[src/rtl/core/assert_macros.svh]
// ----------------------------------------------------------------------------
// assert_macros.svh
// Assertion shorthands shared by the RTL, clocked and reset-qualified.
// ----------------------------------------------------------------------------
`ifndef ASSERT_MACROS_SVH
`define ASSERT_MACROS_SVH

// property must hold at every clock edge outside reset
`define TKS_ASSERT(lbl, clk, rst_n, prop) \
  lbl: assert property (@(posedge clk) disable iff (!rst_n) prop) \
    else $error("%m: property failed");

// expression must never be true outside reset
`define TKS_ASSERT_NEVER(lbl, clk, rst_n, expr) \
  lbl: assert property (@(posedge clk) disable iff (!rst_n) !(expr)) \
    else $error("%m: forbidden condition seen");

`endif

[src/rtl/core/tksel_pkg.sv]
// ----------------------------------------------------------------------------
// tksel_pkg
// Types and constants shared by the top-k score selector.
// ----------------------------------------------------------------------------
`timescale 1ns / 1ps

package tksel_pkg;

  localparam int MAX_ENTRIES = 256;
  localparam int MAX_PICKS   = 16;

  localparam int SCORE_W = 16;
  localparam int POS_W   = 8;
  localparam int PCNT_W  = 5;
  localparam int IDX_W   = $clog2(MAX_ENTRIES);
  localparam int CNT_W   = $clog2(MAX_ENTRIES + 1);
  localparam int RND_W   = $clog2(MAX_PICKS + 1);

  localparam logic signed [SCORE_W-1:0] HIGH_BOUND = 16'sd16700;
  localparam logic signed [SCORE_W-1:0] LOW_BOUND  = -16'sd16700;

  localparam int Q_DEPTH = 4;
  localparam int Q_PTR_W = $clog2(Q_DEPTH);

  localparam int CFG_IDX_W = 2;
  localparam logic [CFG_IDX_W-1:0] CFG_PICK_COUNT  = 2'd0;
  localparam logic [CFG_IDX_W-1:0] CFG_PICK_LOWEST = 2'd1;

  typedef struct packed {
    logic signed [SCORE_W-1:0] score_value;
    logic                      end_of_list;
  } tksel_in_t;

  typedef struct packed {
    logic [POS_W-1:0] chosen_position;
    logic             final_pick;
  } tksel_out_t;

  typedef enum logic [1:0] {
    ST_LOAD,
    ST_SCAN,
    ST_EMIT
  } tksel_st_t;

  typedef struct packed {
    logic             busy;
    logic             pop;
    logic             emit_final;
    logic [CNT_W-1:0] count;
  } tksel_stat_t;

endpackage

[src/rtl/core/tksel_front.sv]
// ----------------------------------------------------------------------------
// tksel_front
// Input stage: registers each transfer and hands it to the item queue.
// ----------------------------------------------------------------------------
`timescale 1ns / 1ps

module tksel_front (
  input  logic                clk,
  input  logic                rst_n,
  input  logic                in_valid,
  output logic                in_stall,
  input  tksel_pkg::tksel_in_t in_data,
  input  logic                q_full,
  output logic                q_push,
  output tksel_pkg::tksel_in_t q_data
);
  import tksel_pkg::*;

  logic      fr_vld_r;
  logic      fr_vld_nxt;
  tksel_in_t fr_data_r;
  logic      in_take;

  assign q_push   = fr_vld_r && !q_full;
  assign in_stall = fr_vld_r && q_full;
  assign in_take  = in_valid && !in_stall;
  assign q_data   = fr_data_r;

  always_comb begin
    fr_vld_nxt = fr_vld_r;
    if (in_take) begin
      fr_vld_nxt = 1'b1;
    end else if (q_push) begin
      fr_vld_nxt = 1'b0;
    end
  end

  always_ff @(posedge clk) begin
    if (!rst_n) begin
      fr_vld_r <= 1'b0;
    end else begin
      fr_vld_r <= fr_vld_nxt;
    end
  end

  always_ff @(posedge clk) begin
    if (in_take) begin
      fr_data_r <= in_data;
    end
  end

endmodule

[config.mk]
export PLATFORM = sky130hd
export DESIGN_NAME = tksel_front
export DESIGN_NICKNAME = d
export VERILOG_FILES = /design/src/rtl/core/assert_macros.svh /design/src/rtl/core/tksel_pkg.sv /design/src/rtl/core/tksel_front.sv
export SDC_FILE = /design/constraint.sdc
export NUM_CORES = 1
export LEC_CHECK = 0
export BUFFER_PORTS_ARGS = -buffer_cell sky130_fd_sc_hd__buf_2
export CAP_MARGIN = 25
export CORE_AREA = 3 3 45 47
export CTS_BUF_LIST = sky130_fd_sc_hd__clkbuf_8
export DETAILED_ROUTE_END_ITERATION = 8
export DIE_AREA = 0 0 48 50
export GPL_ROUTABILITY_DRIVEN = 0
export GPL_TIMING_DRIVEN = 0
export PLACE_DENSITY = 0.66
export SLEW_MARGIN = 30
export SYNTH_ARGS = -nofsm -noshare
export SYNTH_HDL_FRONTEND = slang
export SYNTH_SLANG_ARGS = --single-unit
export TNS_END_PERCENT = 20
[constraint.sdc]
create_clock -name clk -period 3.5 [get_ports clk]
set_clock_uncertainty 0.1 [all_clocks]
set_input_delay 0.7 -clock clk [delete_from_list [all_inputs] [get_ports clk]]
set_output_delay 0.7 -clock clk [all_outputs]
set_load 0.005 [all_outputs]
; After elaboration in Yosys (flattened, before gate mapping)
; Index checks and enable logic that the tools add are counted.
[totals]
ff_bits = 18
input_bits = 21
output_inout_bits = 19
[classes]
muxes = 2
n_reduce_logical = 6
[ops]
columns = operator, count
row1 = 1-bit logical AND, 3
row2 = 1-bit zero test, 2
row3 = 1-bit 2-to-1 mux, 2
row4 = 2-bit nonzero test, 1

; Depth between registers and ports, before layout
[logic_depth]
word_depth = 4
depth_mapped = 2
depth_no_buf = 2

; Least setup slack after synthesis
; OpenSTA, ideal clock, no wires.
[synth_timing]
kind = in2reg
startpoint = in q_full
endpoint = reg fr_data_r, in the netlist q_data[0] (enable)
setup_time_ps = 392
arrival_time_ps = 1647
required_ps = 3008
slack_ps = 1360
cell_stages = 2
n_path_buf = 0
path_cell_list = and2_4 > nor2b_1
[synth_between]
elab_chain_cells = 3
[synth_lines]
columns = item, line
row1 = from (decl), tksel_front.sv:13  ; input logic q_full,
row2 = 1-bit logical AND, tksel_front.sv:25  ; assign in_stall = fr_vld_r && q_full;
row3 = 1-bit zero test, tksel_front.sv:26  ; assign in_take = in_valid && !in_stall;
row4 = 1-bit logical AND, tksel_front.sv:26
row5 = to (signal assigned), tksel_front.sv:48  ; fr_data_r <= in_data;
row6 = to (decl), tksel_front.sv:21  ; tksel_in_t fr_data_r;
; Every way passes these cells.
; A chain may end at the register's enable or synchronous reset.

; Worst setup path after layout
[layout_timing]
startpoint = in q_full
endpoint = out q_push
[layout_between]
elab_chain_cells = 2
[layout_lines]
columns = item, line
row1 = 1-bit zero test, tksel_front.sv:24  ; assign q_push = fr_vld_r && !q_full;
row2 = 1-bit logical AND, tksel_front.sv:24
row3 = to (decl), tksel_front.sv:14  ; output logic q_push,
; Every way passes these cells.

==> qor.yml <==
global_route:
  grt.overflow.total: 0
  grt_usage: 0.0910
  grt_pass1_wl_um: 1490
  grt_pass1_vias: 351
  grt_max_degree: 18
  antenna_found_initial: 0
drt:
  drc: 0
  vias_per_cell: 4.34
  post_drt_wl_per_cell_um: 11.9
  vias: 356
  dr.pass1.iters: 3
  antenna_left: 0
  drt_iter0_drc: 5
  routed_wirelength_um: 979
sta:
  max_clock_freq_mhz: 533
  hold_viol_final: 0
  slew_violations: 0
  period_share: 0.536
  setup_viol: 0
  tns_ps: 0
  rsz0062_at_grt: "false"
  worst_pin_slew_ps: 774
  min_period_ps: 1880
  slew_headroom: 0.482
synth:
  syn_nets: 43
  yosysWarnings: 0
  syn_avg_cell_area_um2: 25.5
  synth_area_um2: 561
  ys_seq_elements: 18
  synth.distinct_cells: 6
  ys_seq_area_frac: 0.946
  synth_cells: 22
worst_setup_path:
  critical_path.startpoint_type: "input port"
  critPathSlowestCell: "and2b_1"
  cp_data_required_time_ps: 2700
  crit_path_max_fanout: 2
  cp-end-kind: "output pin"
  critPathArrivalTime_ps: 1080
  cp_common_cell: "buf_2"
  path_cells: "buf_2 > and2b_1 > buf_2"
  max_stage_delay_ps: 170
  path_class: "input port to output pin"
clocking:
  hold_buffers: 0
  cts_buffers: 3
  cts_tree: "done"
  post_cts_buffers: 0
  htreeDepth: 1
  clkTransAtPathRegs_ps: 60
  insertion_delay_ps: 240
  root_buffer: "clkbuf_8"
  cts_resized: 0
  clockBufferDepth: 2
  clock_sinks: 18
layout:
  antennaDiodeCount: 0
  final_nets: 87
  layout-drive-gt1-share: 0.677
  final_common_cell: "buf_2"
  layout_common_cells: "39 x buf_2, 17 x edfxtp_1, 3 x clkbuf_8"
  instances_no_fill: 82
  synthToLayoutAreaGrowth_pct: 47.1
floorplanning:
  coreArea_um2: 1690
  die_y_um: 50
  start_util: 0.332
  die_width_um: 48
  die_area_um2: 2400
  pin_count: 40
  fp-row-count: 15
power_and_ir_drop:
  p_leak_nw: 0.368
  powerDensity_nw_per_um2: 515
  finalPower_uw: 424
  peakVddDrop_mv: 0.272
place:
  portBuffers: 39
  place_inst: 78
status:
  status: "finished, final reports clean"
min_path:
  hp-class: "flop to flop"
job:
  cap_viol_max_count: 0
metal layers:
layer  wire, um  vias up  global-route usage
met5          0        -                   0
met1        351      159              0.0926
met3        110        0              0.0365
met4          0        0              0.0538
li1           -      171                   -
met2        517       26               0.148
synthesized netlist by cell type:
cell type,number,area [um2]
nor2b_1,1,6.26
and2_4,1,8.76
edfxtp_1,17,510
o21a_1,1,7.51
dfxtp_1,1,20.0
and2b_1,1,7.51
flip-flops by register name, summed over array words and instances, names as in the netlist:
| signal | flops |
|---|---|
| q_data | 17 |
| fr_vld_r | 1 |
power by group:
part           switching [mW]  total (mW)  internal (mW)
clock network          0.0626       0.140         0.0777
registers             0.00233       0.253          0.251
logic                  0.0139      0.0313         0.0174
per-stage QoR:
stage / utilization / hold WS, ps / worst slack (ps) / cell area, um2
after floorplan: - / 462 / 1360 / 561
after global placement: 0.460 / 465 / 1030 / 777
after detailed placement: 0.461 / 493 / 1410 / 779
after CTS: 0.488 / 507 / 1620 / 825
after global routing: 0.488 / 511 / 1590 / 825
final: 0.488 / 498 / 1620 / 825
critical path: cells and delay by family:
| family | cells | cell delay, ps |
|---|---|---|
| buf+inv | 2 | 200 |
| simple gates | 1 | 170 |
kinds of logic after synthesis:
group            Yosys count  share of synthesized area
AND/OR/NAND/NOR            3                     0.0402
flip-flops                18                      0.946
AO/OA/AOI/OAI              1                     0.0134
layout make-up:
class                   instances  area (um2)
clock inverters                 1        3.75
flip-flops and latches         18         531
fillers                       148         865
well taps                      17        21.3
multi-input cells               4        32.5
clock buffers                   3        41.3
repair buffers                 39         195
final timing paths:
kind | startpoint | end | slack [ps] | depth (start not counted)
min reg2reg | fr_vld_r$_SDFFE_PN0P_ | fr_vld_r$_SDFFE_PN0P_ | 500 | 2
min | fr_vld_r$_SDFFE_PN0P_ | fr_vld_r$_SDFFE_PN0P_ | 500 | 2
max | q_full | q_push | 1620 | 3
max reg2reg | fr_vld_r$_SDFFE_PN0P_ | q_data[2]$_DFFE_PP_ | 1970 | 2
No activity file was read; power rests on OpenSTA's default activity.
