## config.mk

```make
export PLATFORM = sky130hd
export DESIGN_NAME = tksel_queue
export DESIGN_NICKNAME = d
export VERILOG_FILES = /design/src/rtl/core/assert_macros.svh /design/src/rtl/core/tksel_pkg.sv /design/src/rtl/core/tksel_queue.sv
export SDC_FILE = /design/constraint.sdc
export NUM_CORES = 1
export LEC_CHECK = 0
export ABC_CLOCK_PERIOD_IN_PS = 4000
export BUFFER_PORTS_ARGS = -buffer_cell sky130_fd_sc_hd__buf_2
export CORE_MARGIN = 2
export CORE_UTILIZATION = 55
export CTS_CLUSTER_SIZE = 16
export DETAILED_ROUTE_END_ITERATION = 10
export PLACE_DENSITY = 0.74
export SETUP_SLACK_MARGIN = 0.4
export SLEW_MARGIN = 40
export SYNTH_ARGS = -nofsm -noshare
export SYNTH_HDL_FRONTEND = slang
export SYNTH_SLANG_ARGS = --single-unit
```

## constraint.sdc

```tcl
create_clock -name clk -period 4 [get_ports clk]
set_clock_uncertainty 0.05 [all_clocks]
set_input_delay 0.8 -clock clk [delete_from_list [all_inputs] [get_ports clk]]
set_output_delay 0.8 -clock clk [all_outputs]
set_load 0.02 [all_outputs]
```

## src/rtl/core/assert_macros.svh

```systemverilog
// ----------------------------------------------------------------------------
// assert_macros.svh
// Assertion shorthands shared by the RTL, clocked and reset-qualified.
// ----------------------------------------------------------------------------
`ifndef ASSERT_MACROS_SVH
`define ASSERT_MACROS_SVH

// property must hold at every clock edge outside reset
`define TKS_ASSERT(lbl, clk, rst_n, prop) \
  lbl: assert property (@(posedge clk) disable iff (!rst_n) prop) \
    else $error("%m: property failed");

// expression must never be true outside reset
`define TKS_ASSERT_NEVER(lbl, clk, rst_n, expr) \
  lbl: assert property (@(posedge clk) disable iff (!rst_n) !(expr)) \
    else $error("%m: forbidden condition seen");

`endif

```

## src/rtl/core/tksel_pkg.sv

```systemverilog
// ----------------------------------------------------------------------------
// tksel_pkg
// Types and constants shared by the top-k score selector.
// ----------------------------------------------------------------------------
`timescale 1ns / 1ps

package tksel_pkg;

  localparam int MAX_ENTRIES = 256;
  localparam int MAX_PICKS   = 16;

  localparam int SCORE_W = 16;
  localparam int POS_W   = 8;
  localparam int PCNT_W  = 5;
  localparam int IDX_W   = $clog2(MAX_ENTRIES);
  localparam int CNT_W   = $clog2(MAX_ENTRIES + 1);
  localparam int RND_W   = $clog2(MAX_PICKS + 1);

  localparam logic signed [SCORE_W-1:0] HIGH_BOUND = 16'sd16700;
  localparam logic signed [SCORE_W-1:0] LOW_BOUND  = -16'sd16700;

  localparam int Q_DEPTH = 4;
  localparam int Q_PTR_W = $clog2(Q_DEPTH);

  localparam int CFG_IDX_W = 2;
  localparam logic [CFG_IDX_W-1:0] CFG_PICK_COUNT  = 2'd0;
  localparam logic [CFG_IDX_W-1:0] CFG_PICK_LOWEST = 2'd1;

  typedef struct packed {
    logic signed [SCORE_W-1:0] score_value;
    logic                      end_of_list;
  } tksel_in_t;

  typedef struct packed {
    logic [POS_W-1:0] chosen_position;
    logic             final_pick;
  } tksel_out_t;

  typedef enum logic [1:0] {
    ST_LOAD,
    ST_SCAN,
    ST_EMIT
  } tksel_st_t;

  typedef struct packed {
    logic             busy;
    logic             pop;
    logic             emit_final;
    logic [CNT_W-1:0] count;
  } tksel_stat_t;

endpackage

```

## src/rtl/core/tksel_queue.sv

```systemverilog
// ----------------------------------------------------------------------------
// tksel_queue
// Short FIFO between the input stage and the selection engine.
// ----------------------------------------------------------------------------
`timescale 1ns / 1ps

module tksel_queue (
  input  logic                 clk,
  input  logic                 rst_n,
  input  logic                 push,
  input  tksel_pkg::tksel_in_t push_data,
  output logic                 full,
  input  logic                 pop,
  output logic                 not_empty,
  output tksel_pkg::tksel_in_t pop_data
);
  import tksel_pkg::*;

  tksel_in_t          slot_r [Q_DEPTH];
  logic [Q_PTR_W-1:0] wr_ptr_r;
  logic [Q_PTR_W-1:0] rd_ptr_r;
  logic [Q_PTR_W:0]   fill_r;
  logic [Q_PTR_W:0]   fill_nxt;
  logic               do_push;
  logic               do_pop;

  assign full      = (fill_r == (Q_PTR_W+1)'(Q_DEPTH));
  assign not_empty = (fill_r != '0);
  assign do_push   = push && !full;
  assign do_pop    = pop && not_empty;
  assign pop_data  = slot_r[rd_ptr_r];

  always_comb begin
    fill_nxt = fill_r;
    if (do_push && !do_pop) begin
      fill_nxt = fill_r + 1'b1;
    end else if (do_pop && !do_push) begin
      fill_nxt = fill_r - 1'b1;
    end
  end

  always_ff @(posedge clk) begin
    if (!rst_n) begin
      wr_ptr_r <= '0;
      rd_ptr_r <= '0;
      fill_r   <= '0;
    end else begin
      if (do_push) begin
        wr_ptr_r <= wr_ptr_r + 1'b1;
      end
      if (do_pop) begin
        rd_ptr_r <= rd_ptr_r + 1'b1;
      end
      fill_r <= fill_nxt;
    end
  end

  always_ff @(posedge clk) begin
    if (do_push) begin
      slot_r[wr_ptr_r] <= push_data;
    end
  end

endmodule

```

* Word level (Yosys, flattened, before mapping)
Memories as Yosys holds them, arrays and structs flattened. A register that Yosys moved wholly into a read port is not among the register bits.
Index checks and enable logic that the tools add are counted.
** Word-level totals
- Register bits after elaboration :: 7
- RAM bits :: 68
- Input port bits :: 21
- Output and inout port bits :: 19
- Logic and storage cells :: 24
- Memories :: 1
** Cells by class
- $add $sub $neg :: 4
- Equal/unequal tests :: 1
- Muxes and demuxes :: 6
- Reduce and logical (&&, ||, !) cells :: 9
** Memories
- slot_r :: depth 4, bits a word 17, rd ports 1, clocked after memory_dff 1, wr ports 1, line tksel_queue.sv:19 : tksel_in_t slot_r [Q_DEPTH];
** Operators by type and width (count)
- 3-bit two-way mux :: 2
- 2-bit by 1-bit adder with 2-bit output (second input constant) :: 2
- 1-bit logical AND :: 4
- 2-bit two-way mux :: 2
- 3-bit by 1-bit adder with 3-bit output (second input constant) :: 1
- 3-bit == test (second input constant) :: 1
- 1-bit logical NOT :: 3
- 3-bit nonzero test :: 1
- 3-bit by 1-bit subtractor with 3-bit output (second input constant) :: 1
- 1-bit two-way mux :: 2
- 2-bit nonzero test :: 1

* Longest topological paths before layout
Gate-level depths: netlist of the first run.
- Word-level depth :: 7
- Gate-level depth with buffers :: 9
- Mapped depth without buffers :: 8

* Worst setup path after synthesis of the first run
No wires, ideal clock.
- Kind :: in2reg
- Start :: in push
- End :: reg fill_r[2]
- Setup time :: 76 ps
- Arrival :: 2222 ps
- Required time :: 3874 ps
- Setup slack :: 1652 ps
- Stages on the path :: 8
- Path buffers :: 1
- Cell sequence :: nor2b_1 > buf_6 > ha_1 > inv_1 > fa_1 > xor2_1 > or3_1 > a21boi_0
** Between the ends
- Longest elaborated chain between the ends :: 4
- Elaborated cells between the ends (all ways) :: 6
- Classes of those cells :: mux (1); reduce/logical (5)
** RTL lines
- start: declaration :: line tksel_queue.sv:10 : input logic push,
- 1-bit logical AND * :: line tksel_queue.sv:29 : assign do_push = push && !full;
- named net do_push :: line tksel_queue.sv:24 : logic do_push;
- 1-bit logical NOT :: line tksel_queue.sv:37 : end else if (do_pop && !do_push) begin
- 1-bit logical AND :: line tksel_queue.sv:37
- 2-bit nonzero test (no line)
- end signal: assignment :: line tksel_queue.sv:54 : fill_r <= fill_nxt;
- end: declaration :: line tksel_queue.sv:22 : logic [Q_PTR_W:0] fill_r;
Mark *: on every way through the listed nets, which the timed path passes. The rest lies on a longest branch.
A chain may end at the register's enable or synchronous reset.

==> results of run 1 <==
-- flip-flops by register name, indices dropped and copies added (netlist names), named ones only --
| signal | count |
|---|---|
| slot_r | 68 |
| fill_r | 3 |
| rd_ptr_r | 2 |
| wr_ptr_r | 2 |
-- how the worst min path moves through the flow --
| stage | startpoint | endpoint | slack (ns) |
|---|---|---|---|
| global route | wr_ptr_r[1]$_SDFFE_PN0P_ | wr_ptr_r[1]$_SDFFE_PN0P_ | 0.50 |
| detailed placement | wr_ptr_r[0]$_SDFFE_PN0P_ | wr_ptr_r[0]$_SDFFE_PN0P_ | 0.45 |
| finish | wr_ptr_r[0]$_SDFFE_PN0P_ | wr_ptr_r[0]$_SDFFE_PN0P_ | 0.46 |
| floorplan | wr_ptr_r[1]$_SDFFE_PN0P_ | wr_ptr_r[1]$_SDFFE_PN0P_ | 0.42 |
| global placement | wr_ptr_r[1]$_SDFFE_PN0P_ | wr_ptr_r[1]$_SDFFE_PN0P_ | 0.43 |
| CTS | wr_ptr_r[0]$_SDFFE_PN0P_ | wr_ptr_r[0]$_SDFFE_PN0P_ | 0.46 |
-- routing by layer --
metal / GRT usage, % / vias to the layer above / share of wire, % / wire length (microns)
met2: 31.13 / 33 / 54 / 2519
li1: - / 636 / - / -
met3: 5.814 / 14 / 4.6 / 218
met5: 0 / - / 0 / 0
met4: 9.643 / 0 / 2.4 / 113
met1: 18.60 / 685 / 39 / 1849
-- worst reg2reg max path, cell delays in order (launching register included) --
cell and delay, ns:
dfxtp_1 0.51, nor3b_2 0.10, nor2b_1 0.39, ha_1 0.27, inv_1 0.06, fa_1 0.38, xor2_1 0.15, or3_1 0.29
a21boi_0 0.16
-- metrics by stage --
step | instance area (sq um) | total power (W) | setup WS, ns | utilization [%] | std cells
finish | 3413 | 0.002226 | 1.057 | 65.99 | 257
global route | 3413 | 0.002330 | 0.8577 | 65.99 | 257
floorplan | 2968 | 0.001506 | 1.652 | - | 137
CTS | 3411 | 0.002258 | 0.9624 | 65.94 | 257
global placement | 3202 | 0.001624 | 1.382 | 61.90 | 241
detailed placement | 3204 | 0.001649 | 1.261 | 61.95 | 241
-- cells in the mapped netlist --
library cell	n	share of area, %
edfxtp_1	68	69
mux4_2	16	12
dfxtp_1	9	6.1
and2_1	8	1.7
ha_1	5	2.1
nand2_1	4	0.51
inv_1	3	0.38
mux2i_1	3	1.0
xnor2_1	3	0.89
buf_2	2	0.34
buf_6	2	0.76
nor2b_1	2	0.42
or3_1	2	0.42
a21boi_0	1	0.25
buf_12	1	0.67
clkbuf_1	1	0.13
fa_1	1	0.67
mux4_1	1	0.89
nor3b_2	1	0.42
o21ai_0	1	0.17
o311ai_2	1	0.55
o31ai_2	1	0.42
xor2_1	1	0.30
-- final cells by class --
type / instances / area, sq um / area share (%)
inverter: 3 / 11.26 / 0.3299
sequential: 77 / 2222 / 65.10
clock buffer: 11 / 131.4 / 3.849
timing repair buffer: 40 / 202.7 / 5.938
tap: 70 / 87.58 / 2.566
clock inverter: 5 / 75.07 / 2.199
multi-input combinational: 51 / 683.2 / 20.01
-- cell families after synthesis --
group	count (synthesis)	synth area share, %
DFF	77	74.87
muxes	20	14.04
and+or+nand+nor	17	3.457
xor gates and xnor gates	4	1.181
adders and majority gates	6	2.782
AOI/OAI and AO/OA	4	1.391
buffers and inverters	9	2.276
-- power groups by stage --
| stage | Sequential, W | Clock [W] | Combinational [W] |
|---|---|---|---|
| 6_report | 0.00107 | 0.000606 | 0.000554 |
| 5_1_grt | 0.00108 | 0.000652 | 0.000597 |
| 4_1_cts | 0.00107 | 0.000624 | 0.000565 |
| 3_5_place_dp | 0.00109 | 0 | 0.000562 |
| 3_3_place_gp | 0.00108 | 0 | 0.000547 |
| 2_1_floorplan | 0.00103 | 0 | 0.000472 |
==> results by group, run 1 <==
Setup path
  – Crit path DAT: 2.09 ns
  – CP bufs+invs: 2
  – Crit Path Category: reg -> out
  – Crit start category: flop
  – Slowest-stage cell, CP: dfxtp_1
  – Top delay family on crit path: flip-flops
  – Element type at the critical path end: output port
  – FF-to-FF path depth: 8
  – CP endpoint: pop_data[8]
  – Worst Path Max Fanout: 10
  – Slowest Stage Delay on Critical Path: about 0.72 ns
  – R2R Path End: fill_r[2]$_SDFFE_PN0P_
  – Start of the worst register-to-register path: fill_r[0]$_SDFFE_PN0P_
  – Ordered cell list for the critical path: buf_4 -> mux4_2 -> buf_2
  – Reg-to-reg slack, setup: 1.56 ns
  – CP required: roughly 3.2 ns
  – Critical path depth in cells: 3

Global route
  – Gr usage total: approximately 18%
  – Initial antenna violation count: 0
  – Pin count of the biggest net entering global routing: 18
  – Vias in the first global route: about 1500
  – First-pass GRT wire length: between 7 and 8 mm
  – Gr ovfl total: 0

Clocking
  – Post-CTS Setup Bufs: 0
  – Num Clock Sinks: 77
  – Worst-Skew Late Latency: 0.34 ns
  – H-tree levels: 3
  – Clock-pin slew on the worst setup and hold paths: around 0.07 ns
  – CTS tree: done
  – Clk buf depth: 2
  – Root buf cell: clkbuf_8
  – Cts hold-fix bufs: 0
  – Post-CTS sizing: 0
  – Cts bufs inserted: 9

STA
  – RSZ-0062 raised after global routing: no
  – Slew Viols, Final: 0
  – Max Fclk: around 340 MHz
  – Min Hold Slack: around 0.46 ns
  – Rel. slew slack: between 40% and 50%
  – Finish-stage setup viols: 0
  – Fin crit share: between 70 and 80%
  – Hold Vio Cnt, Final: 0
  – Post-route minimum period: roughly 2.9 ns
  – Worst Tran Pin Value: about 0.8 ns
  – TNS Setup: 0 ns

Cells and area
  – Fillers: roughly 360
  – Share of cells above drive strength 1: between 40% and 50%
  – N_diodes: 0
  – Area delta synth->final: 15.01%
  – Most frequent cells in the layout: 68 x edfxtp_1, 39 x buf_2, 16 x mux4_2
  – Commonest non-fill, non-tap cell in the layout: edfxtp_1
  – Nets: ~210

Yosys
  – Unique cell type count in the Yosys netlist: 23
  – Mapped Nets: about 160
  – Synthesized area: slightly below 3000 sq um
  – Syn. warnings: 0
  – Syn avg cell area: roughly 22 sq um
  – Synth Register Bits: 77
  – Cells after synthesis: 137
  – Share of the yosys chip area belonging to registers: approximately 75%

Pwr
  – VDD IR-drop max: 348.2 uV
  – Leak: ~1.2 nW
  – Pwr Density: approximately 650 nW/um^2
  – Reg power frac: a little under half
  – Sw power: between 0.0006 and 0.0007 W
  – Switching share of power: between 20 and 30%
  – Clk pwr share: 27.2%
  – Cell Int Power: ~0.0016 W
  – Combinational share of power: between 20% and 30%

Die
  – Core Box Area: around 5200 sq um
  – FP Rows: 26
  – I/O pin cnt: 40
  – Full die area: 6000 sq um
  – Die Span X: approximately 77 microns
  – Initial Util: 57.38%
  – Die Y: roughly 77 microns

Job
  – Number of max-cap violations: 0

Place
  – Port bufs: 39
  – HPWL Detailed: between 3 and 4 mm
  – GPL Wtd Cong: ~0.69

Min path
  – Hold path cells: 2
  – HP Class: reg -> reg

Drt
  – DRT Wirelength: ~4.7 mm
  – DRC Markers: 0
  – WL per Instance: 18.29 microns
  – Via Count: ~1400
  – Remaining antenna violation count: 0
  – Vias/cell: about 5.3
  – Detailed Route Iter0 Violations: 75
  – Initial DRT Pass Iterations: 4

Outcome
  – Status: complete, no violations
No activity file was read; power rests on OpenSTA's default activity.
==> inputs of run 2 (changes only) <==
--- a/config.mk
+++ b/config.mk
@@ -5,7 +5,7 @@
 export SDC_FILE = /design/constraint.sdc
 export NUM_CORES = 1
 export LEC_CHECK = 0
-export ABC_CLOCK_PERIOD_IN_PS = 4000
+export ABC_CLOCK_PERIOD_IN_PS = 2780
 export BUFFER_PORTS_ARGS = -buffer_cell sky130_fd_sc_hd__buf_2
 export CORE_MARGIN = 2
 export CORE_UTILIZATION = 55
==> constraint.sdc (replaced) <==
create_clock -name clk -period 2.78 [get_ports clk]
set_clock_uncertainty 0.05 [all_clocks]
set_input_delay 0.556 -clock clk [delete_from_list [all_inputs] [get_ports clk]]
set_output_delay 0.556 -clock clk [all_outputs]
set_load 0.02 [all_outputs]
==> results by group, run 2 (synthesis results as in run 1) <==
Place
  – Dpl cell area: 3254 sq um
  – Port bufs: 39
  – Placed cells: ~250
  – HPWL Detailed: roughly 3.3 mm
  – GPL Wtd Cong: about 0.68

Clocking
  – Num Clock Sinks: 77
  – Root buf cell: clkbuf_8
  – Clk buf depth: 2
  – Clock-pin slew on the worst setup and hold paths: about 0.070 ns
  – Cts bufs inserted: 9
  – CTS tree: done
  – Worst-Skew Late Latency: between 0.3 and 0.4 ns
  – H-tree levels: 3
  – Cts hold-fix bufs: 0

Die
  – Initial Util: a little under three fifths
  – Core Box Area: ~5200 sq um
  – FP Rows: 26
  – I/O pin cnt: 40
  – Die Span X: around 77 microns
  – Die Y: 77.46 microns
  – Full die area: around 6000 sq um

Min path
  – Hold path cells: 1
  – HP Class: in -> reg
  – Min-delay src: push_data[14]
  – Worst hold endpoint: slot_r[1][14]$_DFFE_PP_

Global route
  – Gr ovfl total: 0
  – Initial antenna violation count: 0
  – Gr usage total: between 15 and 20%
  – Pin count of the biggest net entering global routing: 18
  – Vias in the first global route: 1595
  – First-pass GRT wire length: slightly below 8 mm

Job
  – Number of max-cap violations: 0

Pwr
  – VDD IR-drop max: 577.1 uV
  – Combinational share of power: 28.3%
  – Reg power frac: approximately 50%
  – Switching share of power: a little under 30%
  – Clk pwr share: approximately 22%
  – Sw power: about 0.00091 W
  – Leak: around 1.2 nW
  – Cell Int Power: between 0.002 and 0.0025 W
  – Pwr Density: ~900 nW/um^2

Cells and area
  – Area delta synth->final: 15.14%
  – Cell area after layout: around 3400 sq um
  – Most frequent cells in the layout: 68 x edfxtp_1, 39 x buf_2, 16 x mux4_2
  – Fin cells: between 200 and 300
  – Biggest register: slot_r
  – Commonest non-fill, non-tap cell in the layout: edfxtp_1
  – Share of cells above drive strength 1: a little over two fifths
  – Number of flip-flops in the largest register: 68
  – Largest regs: slot_r: 68 flops, fill_r: 3 flops
  – N_diodes: 0
  – Nets: 216
  – Fin util: 66.06%

Setup path
  – FF-to-FF path depth: 9
  – CP bufs+invs: 2
  – Crit Path Category: reg -> out
  – CP required: between 2 and 2.5 ns
  – R2R Path End: fill_r[2]$_SDFFE_PN0P_
  – Ordered cell list for the critical path: buf_4 -> mux4_1 -> buf_2
  – Top delay family on crit path: multiplexers
  – Worst Path Max Fanout: 7
  – Slowest Stage Delay on Critical Path: 0.54 ns
  – Crit path DAT: 1.66 ns
  – Reg-to-reg slack, setup: between 0.5 and 0.6 ns
  – Crit start category: flop
  – Element type at the critical path end: output port
  – Start of the worst register-to-register path: fill_r[2]$_SDFFE_PN0P_
  – Slowest-stage cell, CP: mux4_1

Drt
  – WL per Instance: 17.89 microns
  – DRC Markers: 0
  – Remaining antenna violation count: 0
  – Vias/cell: 5.417
  – Via Count: around 1400
  – DRT Wirelength: between 4 and 5 mm
  – Initial DRT Pass Iterations: 4
  – Detailed Route Iter0 Violations: 76

STA
  – TNS Setup: 0 ns
  – Finish-stage setup viols: 0
  – Hold Vio Cnt, Final: 0
  – Worst Tran Pin Value: 0.4910 ns
  – Fin crit share: between 80% and 90%
  – Slew Viols, Final: 0
  – Rel. slew slack: around two thirds
  – RSZ-0062 raised after global routing: no
  – Max Fclk: around 440 MHz
  – Post-route minimum period: 2.269 ns

Outcome
  – Status: complete, no violations
[run 2: layer usage]
layer | track usage [%] | vias up | part of all wire (%)
li1 | - | 648 | -
met1 | 19.47 | 743 | 40
met2 | 31.65 | 31 | 56
met3 | 4.186 | 8 | 3.0
met4 | 8.571 | 0 | 1.5
met5 | 0 | - | 0
[run 2: worst max-delay path by stage]
stage / start / end / depth (start not counted) / slack (ns)
detailed placement: push / fill_r[2]$_SDFFE_PN0P_ / 9 / 0.45
finish: flop / pop_data[11] / 3 / 0.51
CTS: flop / pop_data[11] / 3 / 0.41
floorplan: fill_r[0]$_SDFFE_PN0P_ / fill_r[2]$_SDFFE_PN0P_ / 9 / 0.63
global placement: push / fill_r[2]$_SDFFE_PN0P_ / 9 / 0.58
global route: flop / pop_data[11] / 3 / 0.42
[run 2: repair_timing]
action,in CTS,in global routing
gates resized for setup,1,3
endpoints found under the setup margin,12,13
buffers inserted,0,0
[run 2: worst register-to-register path, delay by kind of cell, from the launching register on]
family,cells,cell delay [ns]
adder cells (fa/ha/maj),2,0.60
flip-flops,1,0.36
AND/OR/NAND/NOR,3,0.59
buffers and inverters,2,0.21
XOR/XNOR,1,0.17
AO/OA/AOI/OAI,1,0.16
[run 2: power groups by stage]
stage,clock [W],combinational [W],sequential [W]
after detailed placement,0,0.000876,0.00153
after global placement,0,0.000848,0.00152
after global routing,0.000739,0.000925,0.00153
final,0.000670,0.000860,0.00151
after floorplan,0,0.000679,0.00149
after CTS,0.000689,0.000877,0.00151
[run 2: layout make-up]
class,instances,area [sq um]
clock inverters,7,32.53
flip-flops and latches,77,2228
clock buffers,9,123.9
multi-input cells,51,678.2
inverters,3,11.26
fillers,358,1755
repair buffers,47,255.2
well taps,70,87.58
[run 2: stage by stage]
stage          hold slack (ns)  power [W]  worst slack [ns]
3_3_place_gp            0.4348   0.002364            0.5797
5_1_grt                 0.3710   0.003190            0.4230
4_1_cts                 0.3767   0.003073            0.4064
3_5_place_dp            0.4536   0.002408            0.4482
2_1_floorplan           0.4177   0.002166            0.6318
6_report                0.3924   0.003037            0.5112
==> inputs of run 3 (changes only) <==
--- a/config.mk
+++ b/config.mk
@@ -5,7 +5,7 @@
 export SDC_FILE = /design/constraint.sdc
 export NUM_CORES = 1
 export LEC_CHECK = 0
-export ABC_CLOCK_PERIOD_IN_PS = 2780
+export ABC_CLOCK_PERIOD_IN_PS = 2200
 export BUFFER_PORTS_ARGS = -buffer_cell sky130_fd_sc_hd__buf_2
 export CORE_MARGIN = 2
 export CORE_UTILIZATION = 55
==> constraint.sdc (replaced) <==
create_clock -name clk -period 2.2 [get_ports clk]
set_clock_uncertainty 0.05 [all_clocks]
set_input_delay 0.44 -clock clk [delete_from_list [all_inputs] [get_ports clk]]
set_output_delay 0.44 -clock clk [all_outputs]
set_load 0.02 [all_outputs]
==> results by group, run 3 (synthesis results as in run 1) <==
Outcome
  – Status: complete, no violations

STA
  – TNS Setup: 0 ns
  – Final worst slack: around 0.14 ns
  – Fin crit share: 93.79%
  – Rel. slew slack: between 70% and 80%
  – Hold Vio Cnt, Final: 0
  – Finish-stage setup viols: 0
  – RSZ-0062 raised after global routing: yes
  – Worst Tran Pin Value: approximately 0.3 ns
  – Slew Viols, Final: 0
  – Post-route minimum period: 2.063 ns
  – Max Fclk: a little under 500 MHz

Pwr
  – Reg power frac: 43.9%
  – Sw power: 0.001273 W
  – Leak: about 1.4 nW
  – Clk pwr share: approximately 20%
  – PnR Total Power: around 0.0043 W
  – Combinational share of power: a little over a third
  – VDD IR-drop max: between 700 and 800 uV
  – Pwr Density: 1150 nW/um^2
  – Switching share of power: between 20 and 30%
  – Cell Int Power: just over 0.003 W

Global route
  – Initial antenna violation count: 0
  – Gr ovfl total: 0
  – First-pass GRT wire length: 7.928 mm
  – M3 GR Usage: between 3 and 4%
  – Busiest layer in global routing: met2
  – Grt met1 use: approximately a fifth
  – Gr usage total: between 10% and 20%
  – Pin count of the biggest net entering global routing: 18
  – Vias in the first global route: 1621
  – Met2 Usage GRT: a little under a third

Place
  – Port bufs: 39
  – HPWL Detailed: 3.339 mm
  – GPL Wtd Cong: 0.6782
  – Worst slack at placement: ~0.11 ns

Setup path
  – Start of the worst register-to-register path: fill_r[2]$_SDFFE_PN0P_
  – R2R Path End: fill_r[2]$_SDFFE_PN0P_
  – Crit start category: flop
  – CP required: roughly 1.7 ns
  – Element type at the critical path end: output port
  – Worst Path Max Fanout: 9
  – Crit Path Category: reg -> out
  – Reg-to-reg slack, setup: 0.24 ns
  – FF-to-FF path depth: 8
  – Crit path DAT: 1.57 ns

Min path
  – Hold path cells: 1
  – HP Class: in -> reg
  – Worst hold endpoint: slot_r[1][7]$_DFFE_PP_
  – Min-delay src: push_data[7]

Die
  – Initial Util: approximately 57%
  – Die Y: about 77 microns
  – Die Span X: a little under 80 microns
  – Core Box Area: roughly 5200 sq um
  – FP Rows: 26
  – I/O pin cnt: 40
  – Full die area: around 6000 sq um

Cells and area
  – Nets: about 240
  – Biggest register: slot_r
  – Most frequent cells in the layout: 68 x edfxtp_1, 29 x buf_2, 24 x buf_6
  – Area delta synth->final: 27.15%
  – Largest regs: slot_r: 68 flops, fill_r: 3 flops
  – Share of cells above drive strength 1: 52.11%
  – N_diodes: 0
  – Number of flip-flops in the largest register: 68
  – Commonest non-fill, non-tap cell in the layout: edfxtp_1

Drt
  – Via Count: roughly 1500
  – Vias/cell: ~5.4
  – Initial DRT Pass Iterations: 4
  – Remaining antenna violation count: 0
  – DRC Markers: 0
  – WL per Instance: approximately 19 microns
  – DRT Wirelength: 5.408 mm
  – Detailed Route Iter0 Violations: 72

Clocking
  – Root buf cell: clkbuf_8
  – Clock-pin slew on the worst setup and hold paths: ~0.07 ns
  – Clk buf depth: 2
  – Num Clock Sinks: 77
  – Worst-Skew Late Latency: 0.33 ns
  – H-tree levels: 3
  – CTS tree: done
  – Cts bufs inserted: 9
  – Cts hold-fix bufs: 0

Job
  – Number of max-cap violations: 0
run 3: cell count changes in the layout (fill, tap and decap cells not counted), sizes merged:
cell,change
buf,+19
clkinvlp,-1
clkbuf,+5
clkinv,-4
run 3: what timing repair did:
| action | in CTS | in global routing |
|---|---|---|
| gates cloned | 1 | 4 |
| pin swaps | 1 | 4 |
| buffers inserted | 6 | 5 |
| gates resized for setup | 23 | 33 |
| setup endpoints to repair | 19 | 87 |
run 3: worst max path at each step:
stage,endpoint,slack [ns],cells past startpoint
CTS,pop_data[11],0.07,3
floorplan,fill_r[2]$_SDFFE_PN0P_,0.27,9
finish,pop_data[0],0.14,3
global placement,fill_r[2]$_SDFFE_PN0P_,0.23,8
global route,pop_data[13],0.10,3
detailed placement,fill_r[2]$_SDFFE_PN0P_,0.11,8
run 3: layout make-up:
type	count	area, sq um
clock buffers	14	152.6
clock inverters	2	10.01
fillers	315	1399
inverters	3	11.26
multi-input cells	51	721.9
flip-flops and latches	77	2237
well taps	70	87.58
repair buffers	66	553.0
run 3: metrics by stage:
| stage | instances | hold slack, ns | cell area, sq um | utilization (%) |
|---|---|---|---|---|
| after detailed placement | 251 | 0.4525 | 3317 | 64.13 |
| after CTS | 274 | 0.2577 | 3622 | 70.03 |
| after global routing | 283 | 0.2643 | 3774 | 72.96 |
| after global placement | 251 | 0.4286 | 3317 | 64.13 |
| after floorplan | 137 | 0.4177 | 2995 | - |
| final | 283 | 0.2690 | 3774 | 72.96 |
run 3: power by group through the flow:
stage          Sequential [W]  Clock [W]  Combinational, W
2_1_floorplan         0.00189          0          0.000883
3_3_place_gp          0.00190          0           0.00116
3_5_place_dp          0.00192          0           0.00119
4_1_cts               0.00192   0.000903           0.00139
5_1_grt               0.00192   0.000973           0.00163
6_report              0.00191   0.000896           0.00154
run 3: critical path, cell delays in order (launching register included):
cell	delay, ns
dfxtp_4	0.40
buf_12	0.15
mux4_2	0.51
buf_2	0.18
run 3: per-layer routing:
metal	vias up	wire length, microns
li1	687	-
met5	-	0
met1	772	2104
met4	0	134
met2	44	2985
met3	14	183
